**src/sv/hbbc_pkg.sv**
```systemverilog
// ----------------------------------------------------------------------------
// hbbc_pkg
// Shared types and constants for the hashed block buffer cache.
// ----------------------------------------------------------------------------
package hbbc_pkg;

   localparam int BUFFERS_DEF = 32;
   localparam int BUCKETS_DEF = 13;

   localparam logic [7:0] COUNT_MAX = 8'd255;

   typedef enum logic [1:0] {
      ACT_GET     = 2'd0,
      ACT_RELEASE = 2'd1,
      ACT_PIN     = 2'd2,
      ACT_UNPIN   = 2'd3
   } action_type;

   typedef enum logic [1:0] {
      ST_OK        = 2'd0,
      ST_NO_FREE   = 2'd1,
      ST_UNDERFLOW = 2'd2,
      ST_SATURATED = 2'd3
   } status_type;

   typedef enum logic [3:0] {
      S_INIT,
      S_IDLE,
      S_MOD,
      S_CNT_RD,
      S_CNT_WR,
      S_HEAD_RD,
      S_HIT_WALK,
      S_FREE_WALK,
      S_UNLINK,
      S_PUSH,
      S_RETAG,
      S_HIT_WR,
      S_RESP
   } state_type;

   typedef struct packed {
      logic [1:0]  action;
      logic [7:0]  device;
      logic [31:0] block_number;
      logic [4:0]  buffer_index;
   } req_type;

   typedef struct packed {
      logic [4:0] granted_buffer;
      logic       tag_hit;
      logic       needs_disk_read;
      logic [1:0] status;
   } rsp_type;

endpackage

```
**src/sv/hbbc_if.sv**
```systemverilog
// ----------------------------------------------------------------------------
// hbbc_if
// Valid/ready channel carrying one packed word.
// ----------------------------------------------------------------------------
interface hbbc_if #(parameter type word_type = logic) ();
   logic     valid;
   logic     ready;
   word_type data;
   modport source (output valid, output data, input ready);
   modport sink   (input valid, input data, output ready);
endinterface

```
**src/sv/hashed_block_buffer_cache_unit.sv**
```systemverilog
// ----------------------------------------------------------------------------
// hashed_block_buffer_cache_unit
// Buffer tag table with hashed bucket lists and buffer stealing.
// ----------------------------------------------------------------------------
// One request word in, one response word out. After reset the unit clears the
// tag and count memories and builds the bucket lists, and accepts nothing until
// done. Release, pin and unpin read the count and then write it back.
// A get first takes the modulo by BUCKETS (fold of the upper half, then a
// reciprocal multiply, then a subtract), then walks the bucket lists one node
// per cycle through the link memory, which has one read port: the hit walk over
// the home bucket, then the free walk, plus a walk over the other buckets when
// stealing.
module hashed_block_buffer_cache_unit
   import hbbc_pkg::*;
#(
   parameter int BUFFERS = BUFFERS_DEF,
   parameter int BUCKETS = BUCKETS_DEF
) (
   input logic  clock,
   input logic  reset,
   hbbc_if.sink   req,
   hbbc_if.source rsp
);
   localparam int NODES = BUFFERS + BUCKETS;
   localparam int NW    = $clog2(NODES + 1);
   localparam int BW    = $clog2(BUFFERS);
   localparam int KW    = $clog2(BUCKETS + 1);
   // 2^16 mod BUCKETS folds the upper half; reciprocal valid for 21-bit folds
   localparam int FOLD_K  = (1 << 16) % BUCKETS;
   localparam int MOD_MUL = ((1 << 26) + BUCKETS - 1) / BUCKETS;

   // memories: tags, counts, links
   logic [7:0]    tdev_mem [BUFFERS];
   logic [31:0]   tblk_mem [BUFFERS];
   logic [7:0]    cnt_mem  [BUFFERS];
   logic [NW-1:0] nxt_mem  [NODES];
   logic [NW-1:0] prv_mem  [NODES];
   logic [BUFFERS-1:0] valid_ff, valid_in;

   state_type state_ff, state_in;
   req_type   rq_ff, rq_in;
   rsp_type   rs_ff, rs_in;
   logic [NW-1:0] cur_ff, cur_in, head_ff, head_in, p_ff, p_in, q_ff, q_in;
   logic [KW-1:0] home_ff, home_in, bk_ff, bk_in;
   logic [20:0]   fold_ff, fold_in, quo_ff, quo_in;
   logic [5:0]    bit_ff, bit_in;
   logic [6:0]    steps_ff, steps_in;
   logic          steal_ff, steal_in;
   logic [1:0]    sub_ff, sub_in;

   // memory ports
   logic [NW-1:0] la, lwa;
   logic [NW-1:0] nxt_rd, prv_rd, lnwd, lpwd;
   logic          lnwe, lpwe;
   logic [BW-1:0] ta;
   logic [7:0]    tdev_rd, cnt_rd, cwd, tdwd;
   logic [31:0]   tblk_rd, tbwd;
   logic          twe, cwe;

   always_ff @(posedge clock) begin
      nxt_rd  <= nxt_mem[la];
      prv_rd  <= prv_mem[la];
      tdev_rd <= tdev_mem[ta];
      tblk_rd <= tblk_mem[ta];
      cnt_rd  <= cnt_mem[ta];
      if (lnwe) nxt_mem[lwa] <= lnwd;
      if (lpwe) prv_mem[lwa] <= lpwd;
      if (twe) begin
         tdev_mem[ta] <= tdwd;
         tblk_mem[ta] <= tbwd;
      end
      if (cwe) cnt_mem[ta] <= cwd;
   end

   always_ff @(posedge clock) begin
      if (reset) begin
         state_ff <= S_INIT;
         valid_ff <= '0;
         cur_ff   <= '0;
      end else begin
         state_ff <= state_in;
         valid_ff <= valid_in;
         cur_ff   <= cur_in;
      end
      rq_ff <= rq_in; rs_ff <= rs_in; head_ff <= head_in; p_ff <= p_in;
      q_ff <= q_in; home_ff <= home_in; bk_ff <= bk_in; fold_ff <= fold_in;
      quo_ff <= quo_in; bit_ff <= bit_in; steps_ff <= steps_in;
      steal_ff <= steal_in; sub_ff <= sub_in;
   end

   logic [NW-1:0] hnode;
   logic [47:0]   mprod;
   logic [20:0]   modv;
   logic          is_buf;

   always_comb begin
      state_in = state_ff; rq_in = rq_ff; rs_in = rs_ff; cur_in = cur_ff;
      head_in = head_ff; p_in = p_ff; q_in = q_ff; home_in = home_ff;
      bk_in = bk_ff; fold_in = fold_ff; quo_in = quo_ff; bit_in = bit_ff;
      steps_in = steps_ff; steal_in = steal_ff; sub_in = sub_ff; valid_in = valid_ff;
      la = cur_ff; lwa = cur_ff; lnwd = '0; lpwd = '0; lnwe = 1'b0; lpwe = 1'b0;
      ta = cur_ff[BW-1:0]; twe = 1'b0; cwe = 1'b0; cwd = cnt_rd;
      tdwd = rq_ff.device; tbwd = rq_ff.block_number;
      req.ready = 1'b0; rsp.valid = 1'b0; rsp.data = rs_ff;
      mprod = '0; modv = '0; hnode = '0;
      is_buf = cur_ff < NW'(BUFFERS);
      case (state_ff)
         // build: buffers 0..B-1 chained descending, heads self or list;
         // tags and counts cleared on the way
         S_INIT: begin
            lnwe = 1'b1; lpwe = 1'b1;
            twe = is_buf; cwe = is_buf; cwd = '0; tdwd = '0; tbwd = '0;
            if (cur_ff < NW'(BUFFERS)) begin
               lnwd = (cur_ff == '0) ? NW'(BUFFERS) : cur_ff - 1'b1;
               lpwd = (cur_ff == NW'(BUFFERS - 1)) ? NW'(BUFFERS) : cur_ff + 1'b1;
            end else if (cur_ff == NW'(BUFFERS)) begin
               lnwd = NW'(BUFFERS - 1);
               lpwd = '0;
            end else begin
               lnwd = cur_ff; lpwd = cur_ff;
            end
            if (cur_ff == NW'(NODES - 1)) state_in = S_IDLE;
            cur_in = cur_ff + 1'b1;
         end
         S_IDLE: begin
            req.ready = 1'b1;
            if (req.valid) begin
               rq_in = req.data;
               rs_in = '{granted_buffer: req.data.buffer_index, tag_hit: 1'b0,
                         needs_disk_read: 1'b0, status: ST_OK};
               if (req.data.action == ACT_GET) begin
                  bit_in = '0; state_in = S_MOD;
               end else if (32'(req.data.buffer_index) < 32'(BUFFERS)) begin
                  cur_in = NW'(req.data.buffer_index); state_in = S_CNT_RD;
               end else state_in = S_RESP;
            end
         end
         // remainder by BUCKETS: fold, reciprocal quotient, subtract
         S_MOD: begin
            if (bit_ff == 6'd0) begin
               fold_in = 21'(rq_ff.block_number[31:16]) * 21'(FOLD_K)
                       + 21'(rq_ff.block_number[15:0]);
               bit_in = 6'd1;
            end else if (bit_ff == 6'd1) begin
               mprod  = 48'(fold_ff) * 48'(MOD_MUL);
               quo_in = mprod[46:26];
               bit_in = 6'd2;
            end else begin
               modv = fold_ff - quo_ff * 21'(BUCKETS);
               home_in = KW'(modv);
               head_in = NW'(BUFFERS) + NW'(modv);
               cur_in  = NW'(BUFFERS) + NW'(modv);
               la = NW'(BUFFERS) + NW'(modv);
               steps_in = '0; sub_in = 2'd0; steal_in = 1'b0;
               state_in = S_HEAD_RD;
            end
         end
         S_CNT_RD: state_in = S_CNT_WR;
         S_CNT_WR: begin
            if (rq_ff.action == ACT_PIN) begin
               if (cnt_rd == COUNT_MAX) rs_in.status = ST_SATURATED;
               else begin cwe = 1'b1; cwd = cnt_rd + 1'b1; end
            end else begin
               if (cnt_rd == '0) rs_in.status = ST_UNDERFLOW;
               else begin cwe = 1'b1; cwd = cnt_rd - 1'b1; end
            end
            state_in = S_RESP;
         end
         // head link read issued; nxt_rd valid now
         S_HEAD_RD: begin
            cur_in = nxt_rd; steps_in = '0;
            la = nxt_rd; ta = nxt_rd[BW-1:0];
            state_in = (sub_ff == 2'd0) ? S_HIT_WALK : S_FREE_WALK;
            sub_in = 2'd1;
         end
         // sub 1: data for cur_ff arriving, sub 0 means issue
         S_HIT_WALK: begin
            if (!is_buf || cur_ff == head_ff || steps_ff >= 7'(BUFFERS)) begin
               la = head_ff; sub_in = 2'd2; state_in = S_HEAD_RD;
            end else if (sub_ff == 2'd0) begin
               la = cur_ff; sub_in = 2'd1;
            end else if (tdev_rd == rq_ff.device && tblk_rd == rq_ff.block_number)
            begin
               rs_in.tag_hit = 1'b1; rs_in.granted_buffer = 5'(cur_ff);
               state_in = S_HIT_WR;
            end else begin
               cur_in = nxt_rd; steps_in = steps_ff + 1'b1;
               la = nxt_rd; ta = nxt_rd[BW-1:0];
            end
            if (sub_ff == 2'd0) ta = cur_ff[BW-1:0];
         end
         S_HIT_WR: begin
            if (cnt_rd == COUNT_MAX) rs_in.status = ST_SATURATED;
            else begin cwe = 1'b1; cwd = cnt_rd + 1'b1; end
            rs_in.needs_disk_read = ~valid_ff[cur_ff[BW-1:0]];
            valid_in[cur_ff[BW-1:0]] = 1'b1;
            state_in = S_RESP;
         end
         S_FREE_WALK: begin
            if (!is_buf || cur_ff == head_ff || steps_ff >= 7'(BUFFERS)) begin
               // next bucket to steal from
               steal_in = 1'b1;
               bk_in = steal_ff ? bk_ff + 1'b1 : '0;
               if (steal_ff ? (bk_ff + 1'b1 == home_ff) : (home_ff == '0))
                  bk_in = bk_in + 1'b1;
               if (32'(bk_in) >= 32'(BUCKETS)) begin
                  rs_in = '{granted_buffer: 5'd0, tag_hit: 1'b0,
                            needs_disk_read: 1'b0, status: ST_NO_FREE};
                  state_in = S_RESP;
               end else begin
                  head_in = NW'(BUFFERS) + NW'(bk_in);
                  la = NW'(BUFFERS) + NW'(bk_in);
                  sub_in = 2'd2; state_in = S_HEAD_RD;
               end
            end else if (cnt_rd == '0) begin
               p_in = prv_rd; q_in = nxt_rd;
               state_in = steal_ff ? S_UNLINK : S_RETAG;
               hnode = NW'(BUFFERS) + NW'(home_ff);
               la = hnode;
            end else begin
               cur_in = nxt_rd; steps_in = steps_ff + 1'b1;
               la = nxt_rd; ta = nxt_rd[BW-1:0];
            end
         end
         // unlink: next[p]=q, prev[q]=p (two writes, made in turn)
         S_UNLINK: begin
            if (sub_ff != 2'd3) begin
               lwa = p_ff; lnwd = q_ff; lnwe = p_ff < NW'(NODES);
               hnode = NW'(BUFFERS) + NW'(home_ff); la = hnode;
               sub_in = 2'd3;
            end else begin
               lwa = q_ff; lpwd = p_ff; lpwe = q_ff < NW'(NODES);
               hnode = NW'(BUFFERS) + NW'(home_ff); la = hnode;
               sub_in = 2'd0; state_in = S_PUSH;
            end
         end
         // push front: nxt_rd holds first of home
         S_PUSH: begin
            hnode = NW'(BUFFERS) + NW'(home_ff);
            case (sub_ff)
               2'd0: begin
                  lwa = cur_ff; lnwd = nxt_rd; lpwd = hnode; lnwe = 1'b1; lpwe = 1'b1;
                  q_in = nxt_rd; sub_in = 2'd1;
               end
               2'd1: begin
                  lwa = q_ff; lpwd = cur_ff; lpwe = q_ff < NW'(NODES); sub_in = 2'd2;
               end
               default: begin
                  lwa = hnode; lnwd = cur_ff; lnwe = 1'b1; state_in = S_RETAG;
               end
            endcase
         end
         S_RETAG: begin
            twe = 1'b1; cwe = 1'b1; cwd = 8'd1;
            rs_in.granted_buffer = 5'(cur_ff);
            rs_in.needs_disk_read = 1'b1;
            valid_in[cur_ff[BW-1:0]] = 1'b1;
            state_in = S_RESP;
         end
         S_RESP: begin
            rsp.valid = 1'b1;
            if (rsp.ready) state_in = S_IDLE;
         end
         default: state_in = S_IDLE;
      endcase
   end

`ifndef ASSERT_OFF
   a_one_result: assert property (@(posedge clock) disable iff (reset)
      (state_ff == S_RESP && rsp.ready) |=> state_ff == S_IDLE)
      else $error("response not retired");
   a_nofree_zero: assert property (@(posedge clock) disable iff (reset)
      (rsp.valid && rs_ff.status == ST_NO_FREE) |-> rs_ff.granted_buffer == 5'd0)
      else $error("no-free grant nonzero");
   a_hit_ok: assert property (@(posedge clock) disable iff (reset)
      (rsp.valid && rs_ff.tag_hit) |-> rq_ff.action == ACT_GET)
      else $error("hit on non-get");
`endif
endmodule

```
**src/flat_wrapper.sv**
```systemverilog
// flat-port wrapper written by rule: the top's interface ports become plain ports
module hashed_block_buffer_cache_unit_flat import hbbc_pkg::*;
#(
   parameter int BUFFERS = BUFFERS_DEF,
   parameter int BUCKETS = BUCKETS_DEF
)
  (clock, reset, req_valid, req_data, req_ready, rsp_valid, rsp_data, rsp_ready);
  hbbc_if #(.word_type(req_type)) req_i ();
  hbbc_if #(.word_type(rsp_type)) rsp_i ();
  input logic clock;
  input logic reset;
  input wire logic [$bits(req_i.valid)-1:0] req_valid;
  input wire logic [$bits(req_i.data)-1:0] req_data;
  output wire logic [$bits(req_i.ready)-1:0] req_ready;
  output wire logic [$bits(rsp_i.valid)-1:0] rsp_valid;
  output wire logic [$bits(rsp_i.data)-1:0] rsp_data;
  input wire logic [$bits(rsp_i.ready)-1:0] rsp_ready;
  assign req_i.valid = req_valid;
  assign req_i.data = req_data;
  assign req_ready = req_i.ready;
  assign rsp_valid = rsp_i.valid;
  assign rsp_data = rsp_i.data;
  assign rsp_i.ready = rsp_ready;
  hashed_block_buffer_cache_unit #(.BUFFERS(BUFFERS), .BUCKETS(BUCKETS)) u_core (.clock(clock), .reset(reset), .req(req_i), .rsp(rsp_i));
endmodule
```
**config.mk**
```make
export PLATFORM = sky130hd
export DESIGN_NAME = hashed_block_buffer_cache_unit_flat
export DESIGN_NICKNAME = d
export VERILOG_FILES = /design/src/sv/hbbc_pkg.sv /design/src/sv/hbbc_if.sv /design/src/sv/hashed_block_buffer_cache_unit.sv /design/src/flat_wrapper.sv
export SDC_FILE = /design/constraint.sdc
export NUM_CORES = 2
export LEC_CHECK = 0
export BUFFER_PORTS_ARGS = -buffer_cell sky130_fd_sc_hd__buf_2
export CORE_MARGIN = 2
export CORE_UTILIZATION = 55
export CTS_CLUSTER_SIZE = 28
export DETAILED_ROUTE_END_ITERATION = 10
export HOLD_SLACK_MARGIN = 0.02
export PLACE_DENSITY = 0.83
export SKIP_CTS_REPAIR_TIMING = 1
export SLEW_MARGIN = 30
export SYNTH_ARGS = -nofsm -noshare
export SYNTH_HDL_FRONTEND = slang
export SYNTH_SLANG_ARGS = --single-unit
```
**constraint.sdc**
```tcl
create_clock -name clock -period 11.1 [get_ports clock]
set_input_delay 0 -clock clock [delete_from_list [all_inputs] [get_ports clock]]
set_output_delay 0 -clock clock [all_outputs]
set_load 0.05 [all_outputs]
```
# After elaboration in Yosys (flattened, before gate mapping)
# Memories as Yosys holds them, arrays and structs flattened. A register that Yosys moved wholly into a read port is not among the register bits.
# Index checks and enable logic that the tools add are counted.
# classes
n_addsub	12
n_mul	3
magnitude_cmp	7
n_eq_ne	51
n_mux	137
bitwise	5
n_reduce_logical	43
# ops
cell	n
$mux W6	36
$pmux W6 S2	7
$mux W4	17
$mux W7	7
$pmux W4 S11	1
$mul A19 B23 Y42 const B	1
$pmux W6 S3	2
$pmux W6 S6	1
$eq A32 B32 Y1	1
$mux W32	1
$mux W8	4
$or A32 B32 Y32	1
$pmux W8 S4	1
$pmux W6 S5	1
$ne A2 B2 Y1 const B	14
$pmux W7 S4	1
$mux W9	3
$mux W5	5
$mux W1	24
$mux W2	11
$reduce_and A7 Y1	3
$eq A4 B4 Y1 const B	5
$pmux W5 S4	1
$add A18 B16 Y19	1
61 further kinds	109
# totals
ff_bits	172
ramBits	2076
in_bits	51
out_inout_bits	11
memories	5
# memory_table
memory	words	width	read_ports	rd_clocked_by_memory_dff	write_ports	line_no	text
u_core.tblk_mem	32	32	1	1	1	hashed_block_buffer_cache_unit.sv:34	logic [31:0] tblk_mem [BUFFERS];
u_core.nxt_mem	45	6	1	1	1	hashed_block_buffer_cache_unit.sv:36	logic [NW-1:0] nxt_mem [NODES];
u_core.prv_mem	45	6	1	1	1	hashed_block_buffer_cache_unit.sv:37	logic [NW-1:0] prv_mem [NODES];
u_core.cnt_mem	32	8	1	1	1	hashed_block_buffer_cache_unit.sv:35	logic [7:0] cnt_mem [BUFFERS];
u_core.tdev_mem	32	8	1	1	1	hashed_block_buffer_cache_unit.sv:33	logic [7:0] tdev_mem [BUFFERS];

# Longest topological paths before layout
# depth
ltp_word	10
depth_mapped	25

# Worst setup path before layout
# No wires, ideal clock.
# synth_path
path_type	register to register
from	reg u_core.fold_ff[7]
to	reg u_core.quo_ff[5], data pin
arrival_time_ns	5.961
required_time_ns	10.840
slack_ns	4.879
stages_incl_launch_ff	25
path_buffers	0
path_cell_list	edfxtp_1 > fa_1 > inv_1 > fa_1 > inv_1 > fa_1 > inv_1 > fa_1 > inv_1 > fa_1 > inv_1 > fa_1 > inv_1 > ha_1 > a21oi_1 > o21ai_0 > a21o_1 > a21o_1 > a21o_1 > a221o_1 > a31o_2 > o41a_1 > a21o_1 > a21oi_1 > xnor2_1
# synth_via
elab_chain_len	1
# synth_lines
element	line_no	text
from (decl)	hashed_block_buffer_cache_unit.sv:45	logic [20:0] fold_ff, fold_in, quo_ff, quo_in;
from (signal assigned)	hashed_block_buffer_cache_unit.sv:86	q_ff <= q_in; home_ff <= home_in; bk_ff <= bk_in; fold_ff <= fold_in;
$mul A19 B23 Y42	hashed_block_buffer_cache_unit.sv:145	mprod = 48'(fold_ff) * 48'(MOD_MUL);
to (signal assigned)	hashed_block_buffer_cache_unit.sv:87	quo_ff <= quo_in; bit_ff <= bit_in; steps_ff <= steps_in;
to (decl)	hashed_block_buffer_cache_unit.sv:45	
# Every way passes these cells.
# A chain may end at the register's enable or synchronous reset.

# Final worst setup path
# layout_path
from	reg u_core.rq_ff[32] in the netlist's numbering
to	mem u_core.tblk_mem[10][15], enable pin
# layout_via
elab_chain_len	6
# layout_lines
element	line_no	text
from (decl)	hashed_block_buffer_cache_unit.sv:41	req_type rq_ff, rq_in;
from (signal assigned)	hashed_block_buffer_cache_unit.sv:85	rq_ff <= rq_in; rs_ff <= rs_in; head_ff <= head_in; p_ff <= p_in;
$eq A32 B32 Y1	hashed_block_buffer_cache_unit.sv:182	end else if (tdev_rd == rq_ff.device && tblk_rd == rq_ff.block_number)
$logic_and A1 B1 Y1	hashed_block_buffer_cache_unit.sv:182	
$mux W5	hashed_block_buffer_cache_unit.sv:182	
$mux W5	hashed_block_buffer_cache_unit.sv:178	if (!is_buf || cur_ff == head_ff || steps_ff >= 7'(BUFFERS)) begin
$mux W5	hashed_block_buffer_cache_unit.sv:190	if (sub_ff == 2'd0) ta = cur_ff[BW-1:0];
$pmux W5 S3	hashed_block_buffer_cache_unit.sv:107	case (state_ff)
to (decl)	hashed_block_buffer_cache_unit.sv:34	
# Every way passes these cells.

==> flow_summary_export.csv <==
group,metric,value,unit
logic_synthesis,synthMuxAreaShare,0.111,
logic_synthesis,synthFlopType,"edfxtp_1",
critical_path,crit_fanout,27,
placement,dp.cells,7904,
power_and_ir_drop,powerDensity,168,mW/mm^2
placement,dpl.hpwl,145,mm
power_and_ir_drop,p_seq_frac,0.530,
floorplan,dieArea,0.180,mm^2
logic_synthesis,synth-seq-area-share,0.699,
floorplan,die_x,424,um
clock_tree,cts_made_buffers,211,
power_and_ir_drop,p_sw,4.16,mW
sta,tightest_slew,1.11,ns
logic_synthesis,synthTopCellsByArea,"edfxtp_1, mux4_2, fa_1",
placement,dp_slack,4.43,ns
finish,layout_common_cells,"edfxtp_1, mux4_2, nand2_1, inv_1, nor2_1",
grt,grt_pass1_wl,379,mm
critical_path,path_cells,"xnor2_1 > nand4_1 > nor4_2 > nand3_1 > o211ai_1 > a21oi_1 > o32ai_4 > buf_4 > buf_4 > nand2_1 > nor2_4 > buf_4",
finish,final_cells,8406,
sta,max_freq,146,MHz
logic_synthesis,yosysWarnings,0,
power_and_ir_drop,power_frac_comb,0.057,
sta,clock-skew-final,0.109,ns
clock_tree,clock_path_buffers,3,
logic_synthesis,synth_xor_area_frac,0.00922,
clock_tree,htree_levels,4,
floorplan,rows,154,
floorplan,start_util,0.552,
logic_synthesis,synth_compound_area_frac,0.0558,
logic_synthesis,yosysUniqueCellTypes,91,
logic_synthesis,synth_top_family_by_area,"multiplexers",
critical_path,worstPathArrival,7.29,ns
route,wl_per_cell,32.1,um
logic_synthesis,yosys.area_share.simple,0.0505,
clock_tree,cts.sinks,2291,
job,timing.max_cap.violations,0,
placement,portBuffers,61,
floorplan,core,0.176,mm^2
clock_tree,cts_tree,"yes",
logic_synthesis,synthArstFlopShare,0,
logic_synthesis,syn_inst,5699,
floorplan,die_y,424,um
grt,grtUsageTotal,0.290,
finish,nFillCells,11600,
clock_tree,path_clk_slew,0.10,ns
placement,gp_congestion,0.941,
critical_path,critPathCaptureType,"flip-flop",
route,m1WireLength,90.7,mm
route,dr_wl_met2,126,mm
route,postRouteAntennaNets,0,
sta,min_period,6.84,ns
route,highest_layer,"met5",
power_and_ir_drop,ir_worst_vdd,180,uV
sta,rsz0062_at_grt,"no",
floorplan,ios,62,
clock_tree,insertion_delay,0.91,ns
route,wl,270,mm
logic_synthesis,syn_area,0.0969,mm^2
critical_path,cp_slowest_stage_delay,0.83,ns
finish,nNetsFinal,6220,
sta,fin_crit_sh,0.616,
power_and_ir_drop,p_int,14.0,mW
run_status,run_status,"finished clean",
critical_path,critical_path.slowest_cell,"nor2_4",
critical_path,worstSetupPathType,"flip-flop to flip-flop",
sta,tns,0,ns
power_and_ir_drop,clockPowerShare,0.413,
finish,final_common_cell,"edfxtp_1",
finish,final_layout_size_suffix_gt1_frac,0.171,
route,drtIter0Drc,9624,
logic_synthesis,synth_fa_ha_area_frac,0.0490,
clock_tree,clockRootBuffer,"clkbuf_16",
sta,layout_setup_ws,4.26,ns
sta,slew_viol_final,0,
worst_hold_path,hp-class,"input port to flip-flop",
route,routed_via_density,6.81,
power_and_ir_drop,p_leak,35.3,nW
sta,setup_viol,0,
logic_synthesis,synth.net_count,6049,
sta,relSlewSlack,0.258,
route,wl_met3,37.5,mm
route,drc_errors,0,
logic_synthesis,yosysTopAreaCell,"edfxtp_1",
route,num_vias,57300,
critical_path,worstPathRequired,11.55,ns
grt,grt_pass1_vias,56000,
grt,antenna_found_initial,18,
critical_path,critPathLaunchType,"flip-flop",
sta,finalHoldViolCount,0,
route,drt_first_pass_iters,8,
logic_synthesis,synth_area_per_cell,17.0,um^2
logic_synthesis,synth-edff-count,2189,
finish,area_growth,11.8,%
logic_synthesis,synth_top_area_frac,0.678,
grt,overflow,0,
logic_synthesis,ys_ff_latch,2291,
critical_path,cpMostUsedCell,"buf_4",
power_and_ir_drop,switching_share,0.229,
grt,grt_max_degree,170,
==> power by group through the flow <==
stage	Sequential (mW)	Clock, mW	Combinational, mW
2_1_floorplan	9.76	0	0.658
3_3_place_gp	9.79	0	0.931
3_5_place_dp	9.80	0	0.957
4_1_cts	9.62	7.47	0.982
5_1_grt	9.63	7.83	1.07
6_report	9.64	7.52	1.04
==> layer usage <==
metal	global-route usage	vias up
met1	0.382	28300
met3	0.0736	1051
met4	0.140	14
li1	-	22600
met5	0.000269	-
met2	0.453	5242
==> critical path, delay by kind of cell (launching register included) <==
| kind | cells | cell delay [ns] |
|---|---|---|
| buffers and inverters | 3 | 1.74 |
| XOR/XNOR | 1 | 0.20 |
| AND/OR/NAND/NOR | 5 | 2.88 |
| flip-flops | 1 | 0.75 |
| AO/OA/AOI/OAI | 3 | 0.73 |
==> worst paths after layout <==
path	startpoint	endpoint	slack, ns	depth (start not counted)
setup / recovery	u_core.rq_ff[32]	u_core.tblk_mem[10][15]	4.26	12
setup reg to reg	u_core.rq_ff[32]	u_core.tblk_mem[10][15]	4.26	12
hold reg to reg	u_core.valid_ff[21]	u_core.valid_ff[21]	0.47	2
hold / removal	req_data[0]	u_core.rsp.data[4]	0.02	3
==> cells in the mapped netlist, types with 6 or more instances <==
cell         n
o211ai_1     8
nand2b_1    16
a311oi_1    37
o32ai_1     12
buf_2      109
mux4_2     392
a21o_1      22
nand2_1    346
ha_1       165
a221o_1      6
a22o_1      32
o22ai_1     18
nor2_1     302
fa_1       134
nor2b_1     21
nand4_1     63
dfxtp_1    102
o221ai_1    26
a221oi_1    28
nand3_1     66
o21ai_0    108
buf_6        7
buf_1       21
a21oi_1    148
inv_1      299
and3_1      37
mux2i_1    175
a211o_1      7
nor3_1      27
mux2_2      13
or3_1       10
clkbuf_1   156
xnor2_1     78
and2_1     115
a211oi_1    86
xor2_1      24
a22oi_1    135
buf_4       11
a31oi_1     42
edfxtp_1  2189
nor4_1       6
==> cells by family after synthesis <==
family                     count (synthesis)
and+or+nand+nor                         1046
muxes                                    580
xor gates and xnor gates                 102
DFF                                     2291
buffers and inverters                    604
adders and majority gates                299
AOI/OAI and AO/OA                        777
==> cell type report <==
| cell class | count | area [um^2] | area share |
|---|---|---|---|
| inverters | 300 | 1130 | 0.0104 |
| diodes | 11 | 27.5 | 0.000254 |
| clock inverters | 126 | 1410 | 0.0130 |
| multi-input cells | 2804 | 27200 | 0.251 |
| flip-flops and latches | 2291 | 67800 | 0.625 |
| repair buffers | 262 | 2230 | 0.0206 |
| clock buffers | 272 | 5690 | 0.0525 |
| well taps | 2340 | 2930 | 0.0270 |
==> flip-flops by register name, indices dropped and copies added, names as in the netlist, 7 cells and up <==
name             count
u_core.tblk_mem   1024
u_core.nxt_mem     270
u_core.prv_mem     270
u_core.cnt_mem     256
u_core.tdev_mem    256
u_core.rq_ff        42
u_core.tblk_rd      32
u_core.valid_ff     32
u_core.fold_ff      18
u_core.rsp.data      9
u_core.cnt_rd        8
u_core.tdev_rd       8
u_core.steps_ff      7
==> metrics by stage <==
step / hold slack, ns / utilization / instance area (um^2) / power (mW)
after floorplan: 0.0989 / - / 96900 / 10.4
after global placement: 0.218 / 0.570 / 100000 / 10.7
after detailed placement: 0.209 / 0.571 / 100000 / 10.8
after CTS: -0.735 / 0.611 / 107000 / 18.1
after global routing: 0.0136 / 0.617 / 108000 / 18.5
final: 0.0195 / 0.617 / 108000 / 18.2
Power figures use the tool's default switching activity.
